`config.mk`:
```
export PLATFORM = sky130hd
export DESIGN_NAME = char_lcd_nibble_sequencer
export DESIGN_NICKNAME = d
export VERILOG_FILES = /design/src/hw/rtl/clns_pkg.sv /design/src/hw/rtl/clns_front.sv /design/src/hw/rtl/clns_queue.sv /design/src/hw/rtl/clns_engine.sv /design/src/hw/rtl/char_lcd_nibble_sequencer.sv
export SDC_FILE = /design/constraint.sdc
export NUM_CORES = 1
export LEC_CHECK = 0
export BUFFER_PORTS_ARGS = -buffer_cell sky130_fd_sc_hd__buf_4
export CORE_ASPECT_RATIO = 1.4
export CORE_MARGIN = 2
export CORE_UTILIZATION = 60
export DETAILED_ROUTE_END_ITERATION = 10
export PLACE_DENSITY = 0.79
export SYNTH_ARGS = -nofsm -noshare
export SYNTH_HDL_FRONTEND = slang
export SYNTH_SLANG_ARGS = --single-unit
```
`constraint.sdc`:
```
create_clock -name clk -period 7.35 [get_ports clk]
set_input_delay 0.3675 -clock clk [delete_from_list [all_inputs] [get_ports clk]]
set_output_delay 0.3675 -clock clk [all_outputs]
set_load 0.1 [all_outputs]
```
`src/hw/rtl/clns_pkg.sv`:
```
// Shared types, constants and lookup functions for the character LCD nibble sequencer.
// Imported by the decode front end, the command queue, the pin engine and the top level.
// No dependencies.
`timescale 1ns / 1ps
`default_nettype none

package clns_pkg;

    // Stream word widths
    localparam int S_TDATA_W = 40;
    localparam int S_TUSER_W = 3;
    localparam int M_TDATA_W = 16;

    // Default depth of the queue between front end and engine
    localparam int QUEUE_DEPTH_DEF = 4;

    // Item kinds as carried on s_tuser
    localparam logic [2:0] KIND_TICK   = 3'd0;
    localparam logic [2:0] KIND_WRITE  = 3'd1;
    localparam logic [2:0] KIND_CURSOR = 3'd2;
    localparam logic [2:0] KIND_CLEAR  = 3'd3;
    localparam logic [2:0] KIND_INIT   = 3'd4;

    // Timing constants in microsecond ticks
    localparam logic [15:0] CURSOR_HOLD_US = 16'd100;
    localparam logic [15:0] CLEAR_HOLD_US  = 16'd2000;
    localparam logic [10:0] CLEAR_EXTRA_US = 11'd1500;
    localparam logic [15:0] INIT_POWER_US  = 16'd15000;
    localparam logic [15:0] INIT_HOLD_US   = 16'd10;
    localparam int          INIT_LEN       = 14;

    // Fixed command bytes
    localparam logic [7:0] CMD_CLEAR      = 8'h01;
    localparam logic [7:0] CMD_SET_DDRAM  = 8'h80;
    localparam logic [7:0] LINE2_OFFSET   = 8'h40;

    // Classified operation handed from front end to engine
    typedef enum logic [1:0] {
        OP_NONE,
        OP_TICK,
        OP_BYTE,
        OP_INIT
    } op_kind_t;

    typedef struct packed {
        op_kind_t    kind;
        logic [7:0]  byte_val;
        logic        sel;
        logic [15:0] hold;
        logic [10:0] extra;
    } op_t;

    // Queue head as seen by the engine
    typedef struct packed {
        logic valid;
        op_t  op;
    } head_t;

    // Nibble of each step of the power-on program; steps past the end read as the last one
    function automatic logic [3:0] init_nib(input logic [3:0] step);
        logic [3:0] nib;
        case (step)
            4'd0, 4'd1, 4'd2:               nib = 4'h3;
            4'd3, 4'd4:                     nib = 4'h2;
            4'd5:                           nib = 4'hC;
            4'd6, 4'd8, 4'd10, 4'd12:       nib = 4'h0;
            4'd7:                           nib = 4'h8;
            4'd9:                           nib = 4'h1;
            4'd11:                          nib = 4'h7;
            default:                        nib = 4'hC;
        endcase
        return nib;
    endfunction

    // Enable-low time after each step of the power-on program
    function automatic logic [12:0] init_low(input logic [3:0] step);
        logic [12:0] low;
        case (step)
            4'd0:                                   low = 13'd5000;
            4'd1:                                   low = 13'd150;
            4'd2, 4'd3, 4'd4, 4'd6, 4'd8, 4'd10,
            4'd12:                                  low = 13'd10;
            4'd5:                                   low = 13'd1;
            default:                                low = 13'd0;
        endcase
        return low;
    endfunction

endpackage

`default_nettype wire

```
`src/hw/rtl/clns_front.sv`:
```
// Front end: unpacks an incoming word and classifies it into a queued operation.
// Builds the instruction byte for cursor moves and clears. Depends on clns_pkg.
`timescale 1ns / 1ps
`default_nettype none

module clns_front (
    input  logic [clns_pkg::S_TDATA_W-1:0] s_tdata,
    input  logic [clns_pkg::S_TUSER_W-1:0] s_tuser,
    output clns_pkg::op_t                  op
);
    import clns_pkg::*;

    logic [7:0]  byte_value;
    logic        register_select;
    logic [15:0] hold_us;
    logic [5:0]  column;
    logic [1:0]  row;
    logic [7:0]  cursor_byte;

    // Unpack payload fields
    assign byte_value      = s_tdata[7:0];
    assign register_select = s_tdata[8];
    assign hold_us         = s_tdata[24:9];
    assign column          = s_tdata[30:25];
    assign row             = s_tdata[32:31];

    // Address byte: only bit 1 of row picks the second line, column wraps below one
    assign cursor_byte = CMD_SET_DDRAM | (row[1] ? LINE2_OFFSET : 8'h00)
                       | ({2'b00, column} - 8'd1);

    // Classify by kind
    always_comb
    begin
        op          = '0;
        op.kind     = OP_NONE;
        unique case (s_tuser)
            KIND_TICK:
            begin
                op.kind = OP_TICK;
            end
            KIND_WRITE:
            begin
                op.kind     = OP_BYTE;
                op.byte_val = byte_value;
                op.sel      = register_select;
                op.hold     = hold_us;
            end
            KIND_CURSOR:
            begin
                op.kind     = OP_BYTE;
                op.byte_val = cursor_byte;
                op.hold     = CURSOR_HOLD_US;
            end
            KIND_CLEAR:
            begin
                op.kind     = OP_BYTE;
                op.byte_val = CMD_CLEAR;
                op.hold     = CLEAR_HOLD_US;
                op.extra    = CLEAR_EXTRA_US;
            end
            KIND_INIT:
            begin
                op.kind = OP_INIT;
            end
            default:
            begin
                op.kind = OP_NONE;
            end
        endcase
    end

endmodule

`default_nettype wire

```
`src/hw/rtl/clns_queue.sv`:
```
// Short queue of classified operations between front end and engine.
// Circular buffer in flip-flops with a fill count. Depends on clns_pkg.
`timescale 1ns / 1ps
`default_nettype none

module clns_queue #(
    parameter int DEPTH = clns_pkg::QUEUE_DEPTH_DEF
) (
    input  logic            clk,
    input  logic            rst_n,
    input  logic            push,
    input  clns_pkg::op_t   push_op,
    output logic            full,
    input  logic            pop,
    output clns_pkg::head_t head
);
    import clns_pkg::*;

    localparam int AW = (DEPTH > 1) ? $clog2(DEPTH) : 1;
    localparam int CW = $clog2(DEPTH + 1);

    op_t           slot_reg [DEPTH];
    logic [AW-1:0] wr_ptr_reg, wr_ptr_next;
    logic [AW-1:0] rd_ptr_reg, rd_ptr_next;
    logic [CW-1:0] count_reg, count_next;
    logic          do_push, do_pop;

    assign full    = (count_reg == CW'(DEPTH));
    assign do_push = push && !full;
    assign do_pop  = pop && (count_reg != '0);

    assign head.valid = (count_reg != '0);
    assign head.op    = slot_reg[rd_ptr_reg];

    // Advance pointers with explicit wrap, track fill
    always_comb
    begin
        wr_ptr_next = wr_ptr_reg;
        rd_ptr_next = rd_ptr_reg;
        count_next  = count_reg;
        if (do_push)
        begin
            wr_ptr_next = (wr_ptr_reg == AW'(DEPTH - 1)) ? '0 : wr_ptr_reg + AW'(1);
        end
        if (do_pop)
        begin
            rd_ptr_next = (rd_ptr_reg == AW'(DEPTH - 1)) ? '0 : rd_ptr_reg + AW'(1);
        end
        case ({do_push, do_pop})
            2'b10:   count_next = count_reg + CW'(1);
            2'b01:   count_next = count_reg - CW'(1);
            default: count_next = count_reg;
        endcase
    end

    always_ff @(posedge clk or negedge rst_n)
    begin
        if (!rst_n)
        begin
            wr_ptr_reg <= '0;
            rd_ptr_reg <= '0;
            count_reg  <= '0;
        end
        else
        begin
            wr_ptr_reg <= wr_ptr_next;
            rd_ptr_reg <= rd_ptr_next;
            count_reg  <= count_next;
        end
    end

    // Store payload, no reset needed
    always_ff @(posedge clk)
    begin
        if (do_push)
        begin
            slot_reg[wr_ptr_reg] <= push_op;
        end
    end

endmodule

`default_nettype wire

```
`src/hw/rtl/clns_engine.sv`:
```
// Back end: plays out nibble programs on the LCD pins, one queued operation per cycle while the output is free.
// Holds the phase machine, countdown and output register. Depends on clns_pkg.
`timescale 1ns / 1ps
`default_nettype none

module clns_engine (
    input  logic                           clk,
    input  logic                           rst_n,
    input  clns_pkg::head_t                head,
    output logic                           pop,
    output logic                           m_tvalid,
    input  logic                           m_tready,
    output logic [clns_pkg::M_TDATA_W-1:0] m_tdata
);
    import clns_pkg::*;

    typedef enum logic [2:0] {
        PH_IDLE,
        PH_HI,
        PH_MID,
        PH_LO,
        PH_TAIL,
        PH_IPOWER,
        PH_IPULSE,
        PH_IGAP
    } phase_t;

    phase_t      phase_reg, phase_next, enter_ph;
    logic [15:0] countdown_reg, countdown_next;
    logic [7:0]  held_byte_reg, held_byte_next;
    logic        held_sel_reg, held_sel_next;
    logic [15:0] held_hold_reg, held_hold_next;
    logic [10:0] extra_reg, extra_next;
    logic [3:0]  init_step_reg, init_step_next;
    logic        ready_reg, ready_next;
    logic        rs_reg, rs_next;
    logic        en_reg, en_next;
    logic [3:0]  data_reg, data_next;
    logic        out_valid_reg, out_valid_next;
    logic [M_TDATA_W-1:0] out_data_reg, out_data_next;
    logic        go_enter;
    logic        rej;
    logic        busy;
    logic [12:0] low_time;

    assign busy     = (phase_reg != PH_IDLE);
    assign pop      = head.valid && (!out_valid_reg || m_tready);
    assign m_tvalid = out_valid_reg;
    assign m_tdata  = out_data_reg;
    assign low_time = init_low(init_step_next);

    // Work out the effect of the head operation and the phase it enters
    always_comb
    begin
        phase_next     = phase_reg;
        countdown_next = countdown_reg;
        held_byte_next = held_byte_reg;
        held_sel_next  = held_sel_reg;
        held_hold_next = held_hold_reg;
        extra_next     = extra_reg;
        init_step_next = init_step_reg;
        ready_next     = ready_reg;
        rs_next        = rs_reg;
        en_next        = en_reg;
        data_next      = data_reg;
        go_enter       = 1'b0;
        enter_ph       = PH_IDLE;
        rej            = 1'b0;

        if (pop)
        begin
            unique case (head.op.kind)
                OP_TICK:
                begin
                    if (busy)
                    begin
                        if (countdown_reg > 16'd1)
                        begin
                            countdown_next = countdown_reg - 16'd1;
                        end
                        else
                        begin
                            go_enter = 1'b1;
                            unique case (phase_reg)
                                PH_HI:     enter_ph = PH_MID;
                                PH_MID:    enter_ph = PH_LO;
                                PH_LO:     enter_ph = PH_TAIL;
                                PH_IPOWER:
                                begin
                                    init_step_next = '0;
                                    enter_ph       = PH_IPULSE;
                                end
                                PH_IPULSE: enter_ph = PH_IGAP;
                                PH_IGAP:
                                begin
                                    if (init_step_reg < 4'(INIT_LEN - 1))
                                    begin
                                        init_step_next = init_step_reg + 4'd1;
                                        enter_ph       = PH_IPULSE;
                                    end
                                    else
                                    begin
                                        ready_next = 1'b1;
                                        enter_ph   = PH_IDLE;
                                    end
                                end
                                default:   enter_ph = PH_IDLE;
                            endcase
                        end
                    end
                end
                OP_BYTE:
                begin
                    if (busy)
                    begin
                        rej = 1'b1;
                    end
                    else
                    begin
                        held_byte_next = head.op.byte_val;
                        held_sel_next  = head.op.sel;
                        held_hold_next = head.op.hold;
                        extra_next     = head.op.extra;
                        go_enter       = 1'b1;
                        enter_ph       = PH_HI;
                    end
                end
                OP_INIT:
                begin
                    if (busy)
                    begin
                        rej = 1'b1;
                    end
                    else
                    begin
                        init_step_next = '0;
                        go_enter       = 1'b1;
                        enter_ph       = PH_IPOWER;
                    end
                end
                default:
                begin
                end
            endcase
        end

        // Load the entered phase: its count and its pins
        if (go_enter)
        begin
            phase_next = enter_ph;
            unique case (enter_ph)
                PH_HI:
                begin
                    countdown_next = (held_hold_next == '0) ? 16'd1 : held_hold_next;
                    rs_next        = held_sel_next;
                    en_next        = 1'b1;
                    data_next      = held_byte_next[7:4];
                end
                PH_MID:
                begin
                    countdown_next = 16'd1;
                    rs_next        = held_sel_next;
                    en_next        = 1'b0;
                    data_next      = held_byte_next[7:4];
                end
                PH_LO:
                begin
                    countdown_next = (held_hold_next == '0) ? 16'd1 : held_hold_next;
                    rs_next        = held_sel_next;
                    en_next        = 1'b1;
                    data_next      = held_byte_next[3:0];
                end
                PH_TAIL:
                begin
                    countdown_next = (extra_next == '0) ? 16'd1 : {5'd0, extra_next};
                    rs_next        = held_sel_next;
                    en_next        = 1'b0;
                    data_next      = held_byte_next[3:0];
                end
                PH_IPOWER:
                begin
                    countdown_next = INIT_POWER_US;
                    en_next        = 1'b0;
                end
                PH_IPULSE:
                begin
                    countdown_next = INIT_HOLD_US;
                    rs_next        = 1'b0;
                    en_next        = 1'b1;
                    data_next      = init_nib(init_step_next);
                end
                PH_IGAP:
                begin
                    countdown_next = (low_time == '0) ? 16'd1 : {3'd0, low_time};
                    rs_next        = 1'b0;
                    en_next        = 1'b0;
                    data_next      = init_nib(init_step_next);
                end
                default:
                begin
                    phase_next     = PH_IDLE;
                    countdown_next = '0;
                    en_next        = 1'b0;
                end
            endcase
        end
    end

    // Hold a finished word until taken; refill on every pop
    always_comb
    begin
        out_valid_next = out_valid_reg;
        out_data_next  = out_data_reg;
        if (pop)
        begin
            out_valid_next = 1'b1;
            out_data_next  = {7'd0, rej, ready_next, (phase_next != PH_IDLE),
                              data_next, en_next, rs_next};
        end
        else if (m_tready)
        begin
            out_valid_next = 1'b0;
        end
    end

    always_ff @(posedge clk or negedge rst_n)
    begin
        if (!rst_n)
        begin
            phase_reg     <= PH_IDLE;
            countdown_reg <= '0;
            held_byte_reg <= '0;
            held_sel_reg  <= 1'b0;
            held_hold_reg <= '0;
            extra_reg     <= '0;
            init_step_reg <= '0;
            ready_reg     <= 1'b0;
            rs_reg        <= 1'b0;
            en_reg        <= 1'b0;
            data_reg      <= '0;
            out_valid_reg <= 1'b0;
            out_data_reg  <= '0;
        end
        else
        begin
            phase_reg     <= phase_next;
            countdown_reg <= countdown_next;
            held_byte_reg <= held_byte_next;
            held_sel_reg  <= held_sel_next;
            held_hold_reg <= held_hold_next;
            extra_reg     <= extra_next;
            init_step_reg <= init_step_next;
            ready_reg     <= ready_next;
            rs_reg        <= rs_next;
            en_reg        <= en_next;
            data_reg      <= data_next;
            out_valid_reg <= out_valid_next;
            out_data_reg  <= out_data_next;
        end
    end

    // Enable is only driven high in a pulse phase
    a_enable_in_pulse: assert property (@(posedge clk) disable iff (!rst_n)
        en_reg |-> (phase_reg == PH_HI || phase_reg == PH_LO || phase_reg == PH_IPULSE))
        else $error("enable high outside a pulse phase");

    // A running phase always has time left
    a_count_live: assert property (@(posedge clk) disable iff (!rst_n)
        (phase_reg != PH_IDLE) |-> (countdown_reg != '0))
        else $error("active phase with zero countdown");

    // Ready never drops once set
    a_ready_sticky: assert property (@(posedge clk) disable iff (!rst_n)
        !$fell(ready_reg))
        else $error("ready flag fell");

    // A dropped command is only reported while a program runs
    a_reject_busy: assert property (@(posedge clk) disable iff (!rst_n)
        (out_valid_reg && out_data_reg[8]) |-> out_data_reg[6])
        else $error("command rejected while idle");

endmodule

`default_nettype wire

```
`src/hw/rtl/char_lcd_nibble_sequencer.sv`:
```
// Top level of the character LCD nibble sequencer: front end, queue and pin engine.
// Depends on clns_pkg, clns_front, clns_queue and clns_engine.
`timescale 1ns / 1ps
`default_nettype none

// Drives an HD44780-style display over a 4-bit bus. Each input word is a one-microsecond
// tick or a command (write, cursor move, clear, init), chosen by s_tuser; commands load a
// nibble program that later ticks play out, and every word returns one status word with
// the pin levels, busy, ready and a reject flag. Commands that arrive while a program runs
// are dropped and flagged. The block takes one word per clock unless the queue is full;
// the front end classifies it into a queue of QUEUE_DEPTH entries, and the engine
// resolves one queued operation per cycle, unless its output word waits for m_tready,
// into a registered output word, and each side stalls independently of the other.
module char_lcd_nibble_sequencer #(
    parameter int QUEUE_DEPTH = clns_pkg::QUEUE_DEPTH_DEF
) (
    input  logic                           clk,
    input  logic                           rst_n,
    input  logic                           s_tvalid,
    output logic                           s_tready,
    // byte_value[7:0], register_select[8], hold_us[24:9], column[30:25], row[32:31]
    input  logic [clns_pkg::S_TDATA_W-1:0] s_tdata,
    // kind[2:0]
    input  logic [clns_pkg::S_TUSER_W-1:0] s_tuser,
    output logic                           m_tvalid,
    input  logic                           m_tready,
    // rs_pin[0], enable_pin[1], data_nibble[5:2], busy_res[6], ready_res[7], rejected[8]
    output logic [clns_pkg::M_TDATA_W-1:0] m_tdata
);
    import clns_pkg::*;

    op_t   front_op;
    head_t queue_head;
    logic  queue_full;
    logic  engine_pop;

    assign s_tready = !queue_full;

    // Classify incoming word
    clns_front u_front (
        .s_tdata (s_tdata),
        .s_tuser (s_tuser),
        .op      (front_op)
    );

    // Buffer operations between the two sides
    clns_queue #(
        .DEPTH (QUEUE_DEPTH)
    ) u_queue (
        .clk     (clk),
        .rst_n   (rst_n),
        .push    (s_tvalid),
        .push_op (front_op),
        .full    (queue_full),
        .pop     (engine_pop),
        .head    (queue_head)
    );

    // Play out programs and emit status words
    clns_engine u_engine (
        .clk      (clk),
        .rst_n    (rst_n),
        .head     (queue_head),
        .pop      (engine_pop),
        .m_tvalid (m_tvalid),
        .m_tready (m_tready),
        .m_tdata  (m_tdata)
    );

endmodule

`default_nettype wire
```
Word level (Yosys, flattened, before mapping)
Memories as Yosys holds them, arrays and structs flattened.
Index checks and enable logic that the tools add are counted.
{"block": "word_totals", "register_bits": 83, "latch_bits": 0, "mem_bits_rw": 152, "mem_bits_ro": 272, "input_bits": 47, "word_cells": 154, "mem_count": 4}
{"memory": "u_queue.slot_reg", "depth": 4, "width": 38, "read_ports": 1, "rd_ports_with_merged_regs": 0, "write_ports": 1, "line": "clns_queue.sv:22", "source": "op_t slot_reg [DEPTH];"}
{"memory": "(name not given)", "depth": 16, "width": 9, "read_ports": 1, "rd_ports_with_merged_regs": 0, "write_ports": 0, "line": "clns_pkg.sv:78", "source": "case (step)"}
{"memory": "(name not given)", "depth": 16, "width": 4, "read_ports": 1, "rd_ports_with_merged_regs": 0, "write_ports": 0, "line": "clns_pkg.sv:62", "source": "case (step)"}
{"memory": "(name not given)", "depth": 16, "width": 4, "read_ports": 1, "rd_ports_with_merged_regs": 0, "write_ports": 0, "line": "clns_pkg.sv:62"}
{"block": "op_classes", "n_addsub": 7, "mul": 0, "div_mod_pow": 0, "order_cmp": 2, "eq_ne": 25, "shifts": 0, "mux": 70, "n_bitwise": 1, "n_reduce_logical": 29}
{"operator": "2-to-1 mux 16 bit", "count": 9}
{"operator": "one-hot mux 16 bit (6 select lines)", "count": 1}
{"operator": "2-to-1 mux 11 bit", "count": 5}
{"operator": "one-hot mux 16 bit (3 select lines)", "count": 1}
{"operator": "equality test 3 bit, second input constant", "count": 9}
{"operator": "2-to-1 mux 1 bit", "count": 24}
{"operator": "2-to-1 mux 4 bit", "count": 6}
{"operator": "2-to-1 mux 8 bit", "count": 3}
{"operator": "one-hot mux 8 bit (3 select lines)", "count": 1}
{"operator": "2-to-1 mux 3 bit", "count": 7}
{"operator": "equality test 3 x 2 -> 1 bit, second input constant", "count": 6}
{"operator": "one-hot mux 3 bit (6 select lines)", "count": 1}
{"operator": "> comparator 16 x 1 -> 1 bit, second input constant", "count": 1}
{"operator": "logical NOT 16 bit", "count": 1}
{"operator": "one-hot mux 4 bit (2 select lines)", "count": 2}
{"operator": "one-hot mux 4 bit (4 select lines)", "count": 1}
{"operator": "subtractor 16 x 1 -> 16 bit, second input constant", "count": 1}
{"operator": "logical NOT 13 bit", "count": 1}
{"operator": "2-to-1 mux 13 bit", "count": 1}
{"operator": "nonzero test 2 bit", "count": 6}
{"operator": "logical NOT 11 bit", "count": 1}
{"operator": "equality test 2 bit, second input constant", "count": 5}
{"operator": "OR reduction 2 bit", "count": 5}
{"operator": "equality test 3 x 1 -> 1 bit, second input constant", "count": 3}
{"operator": "23 further kinds", "count": 33}

Longest topological paths before layout
{"block": "depth", "depth_word": 12, "mapped_depth": 13, "ltp_nobuf": 11}

Cells and area by module
From an unflattened synthesis, not the netlist that was laid out.
{"block": "hier_totals", "hier_cells": 833, "area_unflattened_um2": 10903.0}
{"module": "clns_queue", "instances": 1, "cells_each": 239, "area_each_um2": 5987.0, "seq_area_each_um2": 4739.5}
{"module": "clns_engine", "instances": 1, "cells_each": 510, "area_each_um2": 4411.7, "seq_area_each_um2": 1901.8}
{"module": "clns_front", "instances": 1, "cells_each": 83, "area_each_um2": 500.5, "seq_area_each_um2": 0.0}
{"module": "char_lcd_nibble_sequencer", "instances": 1, "cells_each": 1, "area_each_um2": 3.8, "seq_area_each_um2": 0.0}

Least setup slack after synthesis
OpenSTA, ideal clock, no wires.
{"block": "synth_path", "path_kind": "reg-to-reg", "from": "reg u_engine.countdown_reg[10]", "to": "reg u_engine.countdown_reg[2]", "t_arrival_ps": 3064, "t_required_ps": 7285, "path_slack_ps": 4221, "stages_incl_launch_ff": 10, "n_path_buf": 1, "synth_period_minus_slack_ps": 3129, "path_cell_list": "dfrtp_1 > or4_4 > nand2b_4 > or4_1 > buf_2 > o21a_4 > or4_4 > or4_4 > nor2b_4 > o22a_1"}
{"block": "synth_between", "elab_chain_len": 10, "elab_cells_between_ends": 31}
{"element": "start: declaration", "line": "clns_engine.sv:29", "source": "logic [15:0] countdown_reg, countdown_next;"}
{"element": "start signal: assignment", "line": "clns_engine.sv:247", "source": "countdown_reg <= countdown_next;"}
{"element": "> comparator 16 x 1 -> 1 bit *", "line": "clns_engine.sv:77", "source": "if (countdown_reg > 16'd1)"}
{"element": "2-to-1 mux 4 bit", "line": "clns_engine.sv:77"}
{"element": "2-to-1 mux 4 bit", "line": "clns_engine.sv:75", "source": "if (busy)"}
{"element": "one-hot mux 4 bit (2 select lines)", "line": "clns_engine.sv:72", "source": "unique case (head.op.kind)"}
{"element": "2-to-1 mux 4 bit", "line": "clns_engine.sv:70", "source": "if (pop)"}
{"element": "memory read (16 x 9 bit)"}
{"element": "logical NOT 13 bit", "line": "clns_engine.sv:194", "source": "countdown_next = (low_time == '0) ? 16'd1 : {3'd0, low_time};"}
{"element": "2-to-1 mux 13 bit", "line": "clns_engine.sv:194"}
{"element": "one-hot mux 16 bit (6 select lines)", "line": "clns_engine.sv:151", "source": "unique case (enter_ph)"}
{"element": "2-to-1 mux 16 bit", "line": "clns_engine.sv:148", "source": "if (go_enter)"}
Mark *: on every way between the ends. The rest lies on a longest branch, timed or not.
A chain may end at the register's enable or synchronous reset.

Worst setup path after layout
{"block": "layout_path", "from": "reg u_queue.rd_ptr_reg[0]", "to": "reg u_engine.countdown_reg[2]"}
{"block": "layout_between", "elab_chain_len": 9, "elab_cells_between_ends": 39}
{"element": "start: declaration", "line": "clns_queue.sv:24", "source": "logic [AW-1:0] rd_ptr_reg, rd_ptr_next;"}
{"element": "start signal: assignment", "line": "clns_queue.sv:67", "source": "rd_ptr_reg <= rd_ptr_next;"}
{"element": "memory read (4 x 38 bit) *"}
{"element": "equality test 2 bit or equality test 2 x 1 -> 1 bit (tied branches)", "line": "clns_engine.sv:72"}
{"element": "one-hot mux 4 bit (2 select lines)", "line": "clns_engine.sv:72"}
{"element": "2-to-1 mux 4 bit", "line": "clns_engine.sv:70"}
{"element": "memory read (16 x 9 bit)"}
{"element": "logical NOT 13 bit", "line": "clns_engine.sv:194"}
{"element": "2-to-1 mux 13 bit", "line": "clns_engine.sv:194"}
{"element": "one-hot mux 16 bit (6 select lines)", "line": "clns_engine.sv:151"}
{"element": "2-to-1 mux 16 bit", "line": "clns_engine.sv:148"}
Marked as above.

==> flow_summary.ini <==
[outcome]
status = complete, no violations

[cts]
cts_buffers = 17
cts_tree = done
clk_path_buf_depth = 2
clk_pin_slew_ps = 90
clock-sinks = 195
clk_latency_ps = 430
htree_levels = 4
cts_setup_buffers = 0
cts_resized = 0
root_buffer = clkbuf_16
hold_buffers = 1

[floorplan]
coreArea_mm2 = 0.0149
die-area_mm2 = 0.0162
ios = 65
initial_core_util = 0.609
dieWidth_um = 108
rows = 53
die_h_um = 150

[placement]
dp.cells = 968
dp_hpwl_mm = 13.9
place.gp.congestion = 0.917
io_buffers = 49
placed_area_mm2 = 0.00961

[synthesis]
ys_types = 68
synthCells = 749
netlist.area_leader.share = 0.370
netlist_area_mm2 = 0.00908
synthTopCellsByArea = edfxtp_1, dfrtp_1, mux4_2
yosysTopAreaCell = edfxtp_1
synth-main-ff-cell = edfxtp_1
synth.avg_cell_area_um2 = 12.1
synthArstFlopShare = 0.426
synth_edf_count = 112
ys_seq_area_frac = 0.599
yosysWarnings = 0
ys_seq_elements = 195

[final_layout]
layoutNonFillerInstCount = 1001
final_nets = 855
largest_reg_flops = 112
final_area_mm2 = 0.0103
syn2layout_area_growth_pct = 12.9
drive_gt1_frac = 0.168
diodes = 0
fillers = 1048
fin_util = 0.688

[detailed_routing]
vias = 6154
wl_per_cell_um = 20.1
totalWireLength_mm = 20.1
first_pass_iters = 5
drc_errors = 0
antenna_left = 0
first_iter_violations = 521
viasPerCell = 6.15

[power_and_ir_drop]
peakVddDrop_mv = 0.215
p_leak_nw = 4.10
power.density_mw_per_mm2 = 396
p_total_mw = 4.07

[critical_path]
slowest_stage = or3_1
worstPathArrival_ps = 4670
cp-end-kind = flip-flop
worstSetupPathType = reg -> reg
cp.required_ps = 7720
critPathMaxStageDelay_ps = 900
crit_buf_inv = 1
crit_fanout = 34
path_cells = buf_4 > mux4_2 > nand2_1 > or3_1 > nor2_1 > a41oi_1 > nor3b_1 > a221oi_1 > o21ai_0 > o22a_1
startpoint_type = flip-flop
crit_family = simple AND/OR/NAND/NOR gates

[global_routing]
grtUsageTotal = 0.263
grt_max_degree = 74
grt_pass1_wl_mm = 32.2
grt_pass1_vias = 6348
overflow = 0
antenna_found_initial = 0

[sta]
worstMarginPinSlew_ps = 1100
maxSlewViolCount = 0
rsz0062_at_grt = false
hold_violations = 0
fin_setup_tns_ps = 0
fmax_ghz = 0.232
final.setup_skew_ps = 19.2
setup_viol = 0
fin_crit_ps = 4300
period_share = 0.585
max_slew_margin = 0.268

[min_path]
min_path_type = in -> async

[run]
max_cap_viol_count = 0
[worst reg2reg max path, delay by kind of cell (launching register included)]
| kind | cells | cell delay, ps |
|---|---|---|
| buffers and inverters | 1 | 480 |
| AND/OR/NAND/NOR | 4 | 1950 |
| multiplexers | 1 | 680 |
| AO/OA/AOI/OAI | 4 | 800 |
| flip-flops | 1 | 340 |
[cell usage after synthesis (3+ instances only)]
| cell | n |
|---|---|
| mux2i_1 | 6 |
| nand3_1 | 14 |
| o31ai_1 | 4 |
| nand2b_1 | 8 |
| a31oi_1 | 8 |
| dfrtp_1 | 83 |
| a211oi_1 | 3 |
| nor2_1 | 60 |
| buf_2 | 6 |
| xor2_1 | 9 |
| nor4_1 | 17 |
| o31a_1 | 3 |
| mux4_2 | 29 |
| nand2_1 | 105 |
| o21ai_0 | 33 |
| o211ai_1 | 5 |
| a221oi_1 | 4 |
| and2_1 | 22 |
| or4_1 | 4 |
| ha_1 | 11 |
| mux2_2 | 3 |
| clkbuf_1 | 22 |
| a22oi_1 | 9 |
| or3_1 | 8 |
| buf_4 | 7 |
| edfxtp_1 | 112 |
| xnor2_1 | 6 |
| nor3_1 | 16 |
| inv_1 | 29 |
| nor3b_1 | 6 |
| a21oi_1 | 31 |
| and3_1 | 5 |
| a21o_1 | 10 |
| o22a_1 | 4 |
| or4_4 | 3 |
[where the power goes]
group          switching [mW]  internal [mW]  leakage, nW  total, mW
Combinational           0.935          0.506         1.71       1.44
Clock                   0.475          0.503        0.307      0.978
Sequential              0.172           1.47         2.08       1.65
Total                    1.58           2.48         4.10       4.07
[per-layer routing]
layer | vias up | part of all wire | track usage
met4 | 0 | 0.032 | 0.113
li1 | 2855 | - | -
met3 | 45 | 0.043 | 0.0383
met1 | 3033 | 0.40 | 0.325
met2 | 221 | 0.52 | 0.458
met5 | - | 0 | 0
[per-stage QoR]
step                hold WS [ps]  setup WS, ps
floorplan                   71.9          4220
global placement             206          3240
detailed placement           208          3130
CTS                          276          3040
global route                 291          2650
finish                       286          3050
[cells in the final DEF, fill, tap and decap left out, drive strengths merged, types with 9 or more instances in the layout]
cell,instances
a21o,10
a21oi,32
a22oi,9
and2,23
buf,58
clkbuf,17
dfrtp,83
edfxtp,112
ha,11
inv,38
mux4,29
nand2,105
nand2b,9
nand3,14
nor2,60
nor3,17
nor4,17
o21ai,33
xor2,9
[final cells by class]
class / instances / area [µm²] / share of cell area
Sequential cell: 195 / 5440 / 0.530
Multi-Input combinational cell: 493 / 3380 / 0.330
Timing Repair Buffer: 59 / 445 / 0.0434
Clock buffer: 17 / 425 / 0.0415
Tap cell: 192 / 240 / 0.0234
Clock inverter: 15 / 211 / 0.0206
Inverter: 30 / 113 / 0.0110
[final timing paths]
| path | slack (ps) | depth (start not counted) | startpoint | end |
|---|---|---|---|---|
| min in group clk | 290 | 2 | s_tdata[12] | u_queue.slot_reg[3][14]$_DFFE_PP_ |
| setup / recovery | 3050 | 10 | u_queue.rd_ptr_reg[0]$_DFFE_PN0P_ | u_engine.countdown_reg[2]$_DFFE_PN0P_ |
| hold reg to reg | 470 | 2 | u_engine.m_tdata[7]$_DFFE_PN0P_ | u_engine.m_tdata[7]$_DFFE_PN0P_ |
| hold / removal | 290 | 2 | rst_n | u_engine.countdown_reg[11]$_DFFE_PN0P_ |
| max in group asynchronous | 5830 | 3 | rst_n | u_queue.rd_ptr_reg[0]$_DFFE_PN0P_ |
| setup reg to reg | 3050 | 10 | u_queue.rd_ptr_reg[0]$_DFFE_PN0P_ | u_engine.countdown_reg[2]$_DFFE_PN0P_ |
[cells by family after synthesis]
family / count (synthesis) / synth area share
other: 1 / 0.000413
and+or+nand+nor: 281 / 0.151
buffers and inverters: 67 / 0.0314
AOI/OAI and AO/OA: 139 / 0.104
adders and majority gates: 13 / 0.0185
DFF: 195 / 0.599
xor gates and xnor gates: 15 / 0.0145
muxes: 38 / 0.0822
No activity file was read; power rests on OpenSTA's default activity.
